==> src/tgq_pkg.sv <==
// ----------------------------------------------------------------------------
// tgq_pkg: shared types and codes for the team grouped queue
// Item and result layouts, operation and status codes, and the command that
// the front end hands to the queue engine.
// ----------------------------------------------------------------------------
`timescale 1ns / 1ps

package tgq_pkg;

    // Default sizing
    localparam int NUM_TEAMS_DEF       = 64;
    localparam int NUM_ELEMENT_IDS_DEF = 1024;
    localparam int QUEUE_CAPACITY_DEF  = 256;

    // Widest team number any configuration needs
    localparam int TEAM_FIELD_W = 10;

    // Operation codes
    localparam logic [1:0] OP_BIND = 2'd0;
    localparam logic [1:0] OP_ENQ  = 2'd1;
    localparam logic [1:0] OP_DEQ  = 2'd2;

    // Status codes
    localparam logic [2:0] ST_DONE    = 3'd0;
    localparam logic [2:0] ST_DEQ_OK  = 3'd1;
    localparam logic [2:0] ST_EMPTY   = 3'd2;
    localparam logic [2:0] ST_FULL    = 3'd3;
    localparam logic [2:0] ST_NO_TEAM = 3'd4;

    // Command kinds
    localparam logic [1:0] CMD_STATUS = 2'd0;
    localparam logic [1:0] CMD_ENQ    = 2'd1;
    localparam logic [1:0] CMD_DEQ    = 2'd2;

    typedef struct packed {
        logic [1:0] opcode;
        logic [9:0] element_id;
        logic [5:0] team_id;
    } item_t;

    typedef struct packed {
        logic [9:0] out_element;
        logic [2:0] status;
    } result_t;

    typedef struct packed {
        logic [1:0]              kind;
        logic [2:0]              status;
        logic [9:0]              element_id;
        logic [TEAM_FIELD_W-1:0] team;
    } cmd_t;

endpackage

==> src/tgq_cmd_fifo.sv <==
// ----------------------------------------------------------------------------
// tgq_cmd_fifo: two-entry command queue
// Decouples the front end from the queue engine.
// ----------------------------------------------------------------------------
`timescale 1ns / 1ps

module tgq_cmd_fifo (
    input  logic          clk,
    input  logic          rst_n,
    input  logic          wr,
    output logic          full,
    input  tgq_pkg::cmd_t  wdata,
    input  logic          rd,
    output logic          empty,
    output tgq_pkg::cmd_t  rdata
);
    import tgq_pkg::*;

    cmd_t       mem_reg [2];
    logic       wp_reg, wp_next, rp_reg, rp_next;
    logic [1:0] cnt_reg, cnt_next;

    assign full  = (cnt_reg == 2'd2);
    assign empty = (cnt_reg == 2'd0);
    assign rdata = mem_reg[rp_reg];

    // Pointer and count update
    always_comb
    begin
        wp_next  = wp_reg;
        rp_next  = rp_reg;
        cnt_next = cnt_reg;
        if (wr && !full)
        begin
            wp_next = !wp_reg;
        end
        if (rd && !empty)
        begin
            rp_next = !rp_reg;
        end
        if ((wr && !full) && !(rd && !empty))
        begin
            cnt_next = cnt_reg + 2'd1;
        end
        else if (!(wr && !full) && (rd && !empty))
        begin
            cnt_next = cnt_reg - 2'd1;
        end
    end

    always_ff @(posedge clk or negedge rst_n)
    begin
        if (!rst_n)
        begin
            wp_reg  <= 1'b0;
            rp_reg  <= 1'b0;
            cnt_reg <= '0;
        end
        else
        begin
            wp_reg  <= wp_next;
            rp_reg  <= rp_next;
            cnt_reg <= cnt_next;
        end
    end

    always_ff @(posedge clk)
    begin
        if (wr && !full)
        begin
            mem_reg[wp_reg] <= wdata;
        end
    end

endmodule

==> config.mk <==
export PLATFORM = sky130hd
export DESIGN_NAME = tgq_cmd_fifo
export DESIGN_NICKNAME = d
export VERILOG_FILES = /design/src/tgq_pkg.sv /design/src/tgq_cmd_fifo.sv
export SDC_FILE = /design/constraint.sdc
export NUM_CORES = 1
export LEC_CHECK = 0
export ABC_AREA = 1
export BUFFER_PORTS_ARGS = -buffer_cell sky130_fd_sc_hd__buf_4
export CORE_UTILIZATION = 43
export CTS_BUF_LIST = sky130_fd_sc_hd__clkbuf_4
export CTS_CLUSTER_SIZE = 20
export DETAILED_ROUTE_END_ITERATION = 7
export PLACE_DENSITY = 0.71
export SLEW_MARGIN = 20
export SYNTH_ARGS = -nofsm -noshare
export SYNTH_HDL_FRONTEND = slang
export SYNTH_SLANG_ARGS = --single-unit
==> constraint.sdc <==
create_clock -name clk -period 2.7 [get_ports clk]
set_input_delay 0.27 -clock clk [delete_from_list [all_inputs] [get_ports clk]]
set_output_delay 0.27 -clock clk [all_outputs]
set_load 0.02 [all_outputs]
==> results.cfg <==
[critical_path]
worst_setup_path_start_kind = flip-flop
path_depth = 4
crit_top_cell = nand2_1
critical_path_arrival_ps = 1460
reg2reg_depth = 6
worst-path-max-fanout = 26
cp_top_family = buffers and inverters
path_cells = inv_2 > nand2_1 > nand2_1 > buf_4
crit_required_ps = 2430
cpPeakStageDelay_ps = 420
worstSetupPathType = reg2out
cp_slowest_cell = dfrtp_1
cp-end-kind = primary output
path_buf_inv = 2

[synth]
synth-seq-cells = 54
synth_area_per_cell_um2 = 12.7
synth_nets = 192
ys_warn_count = 0
seq_area_frac_synth = 0.779
synth_cells = 162
synth_area_um2 = 2060
ys_types = 16

[routing]
viasPerCell = 4.61
drtIter0Drc = 96
wirelength_um = 3580
dr_wl_met2_um = 1790
routed.top_layer = met4
drcViolationCount = 4
num_vias = 1273
drt-met1-wl_um = 1530
final_antenna_net_count = 0
firstDrtPassIters = 6
met3_length_um = 220
wl_per_cell_um = 13.0

[timing]
skew_ps = 6.49
hold_violations = 0
fmax_ghz = 0.577
fin_crit_sh = 0.642
layout_setup_ws_ps = 966
slew_viol_final = 0
slew_headroom = 0.709
tightest_slew_ps = 435
setup_viol = 0
min_period_ps = 1730
final.setup.tns_ps = 0
rsz0062_at_grt = false

[placement]
hpwl_um = 2460
dp.cells = 267
io_buffers = 55
place_congestion = 0.745
preCtsSetupSlack_ps = 1220

[floorplan]
dieArea_um2 = 5060
initial_core_util = 0.460
die_h_um = 71.2
die_w_um = 71.2
ioPinCount = 56
rows = 24
core_um2 = 4470

[run_status]
violations = DRC
outcome = finished, violations left

[final_layout]
multiInputGateArea_um2 = 388
seq_area_um2 = 1600
largest_reg_flops = 50
instances_no_fill = 276
layout_common_cells = nand2_1 (84), buf_4 (58), edfxtp_1 (50)
antennaDiodeCount = 0
drive_above_1_share = 0.313
syn_to_final_growth_pct = 26.8
mostFrequentLayoutCell = nand2_1
finalNetCount = 253
fillers = 375
final_util = 0.583

[hold_path]
whs_path_depth = 1
hp-class = in2reg

[clock_network]
clock_latency_ps = 350
cts_made_buffers = 5
cts_tree = built
cts_num_sinks = 54
post_cts_buffers = 0
cts_buffer_depth = 2
htree_levels = 2
cts_resized = 0
cts.reportedPaths.clkPinSlew_ps = 150
cts-root-buf = clkbuf_4

[global_route]
grt_max_degree = 27
grt_pass1_vias = 1262
grt_use_total = 0.155
overflow = 0
grt_pass1_wl_um = 5870
antenna_found_initial = 0

[pwr]
power_leakage_uw = 0.00116
finalPower_uw = 2830
powerDensity_nw_per_um2 = 1080
peakVddDrop_mv = 0.679

[flow_run]
max_cap_violations = 0
## layout make-up
class	instances	share of cell area
clock inverters	3	0.0154
clock buffers	5	0.0144
inverters	8	0.0115
well taps	52	0.0250
flip-flops and latches	54	0.614
multi-input cells	95	0.149
repair buffers	59	0.171
## cells in the mapped netlist
library cell,n,area (µm²)
buf_2,2,10.0
buf_4,1,7.51
buf_6,2,22.5
dfrtp_1,4,100
edfxtp_1,50,1500
ha_1,1,12.5
inv_1,7,26.3
inv_2,1,3.75
nand2_1,84,315
nand3_1,1,5.00
nand3b_1,1,7.51
nand4_1,1,6.26
nor2_1,2,7.51
nor2_2,2,12.5
o21ai_0,2,10.0
xnor2_1,1,8.76
## kinds of logic (layout without fill, tap and decap cells)
group / after synthesis / after routing / share of synthesized area
xor gates and xnor gates: 1 / 1 / 0.00426
and+or+nand+nor: 91 / 91 / 0.172
adders and majority gates: 1 / 1 / 0.00608
buffers and inverters: 13 / 75 / 0.0341
DFF: 54 / 54 / 0.779
AOI/OAI and AO/OA: 2 / 2 / 0.00487
## worst paths after layout
check | from | endpoint | slack (ps)
setup / recovery | rp_reg | rdata[13] | 970
hold / removal | wdata[8] | mem_reg[0][8] | 80
setup reg to reg | cnt_reg[1] | mem_reg[0][2] | 1210
hold reg to reg | wp_reg | wp_reg | 500
max in group asynchronous | rst_n | wp_reg | 2390
min in group asynchronous | rst_n | rp_reg | 210
## where the power goes
| part | switching (µW) | internal [µW] |
|---|---|---|
| Clock | 235 | 192 |
| Sequential | 62.6 | 1140 |
| Combinational | 758 | 437 |
| Total | 1050 | 1770 |
## repair_timing
action,4_1_cts,5_1_grt
endpoints found under the hold margin,4,0
setup endpoints to repair,0,0
hold buffers,1,0
## layer usage
metal / vias up / GRT usage
met5: - / 0
met1: 573 / 0.198
met3: 5 / 0.0527
li1: 657 / -
met2: 38 / 0.253
met4: 0 / 0.0467
## worst register-to-register path: stages (launching register included)
cell	delay (ps)
dfrtp_1	430
inv_1	110
nor2_2	60
nor2_2	120
nand2_1	80
inv_1	50
buf_4	310
## through the flow
stage               cell area [µm²]  hold WS, ps
finish                         2610         83.0
global route                   2610         45.9
CTS                            2610         67.7
detailed placement             2520         69.6
global placement               2520         69.6
floorplan                      2060        -25.6
Power figures use the tool's default switching activity.
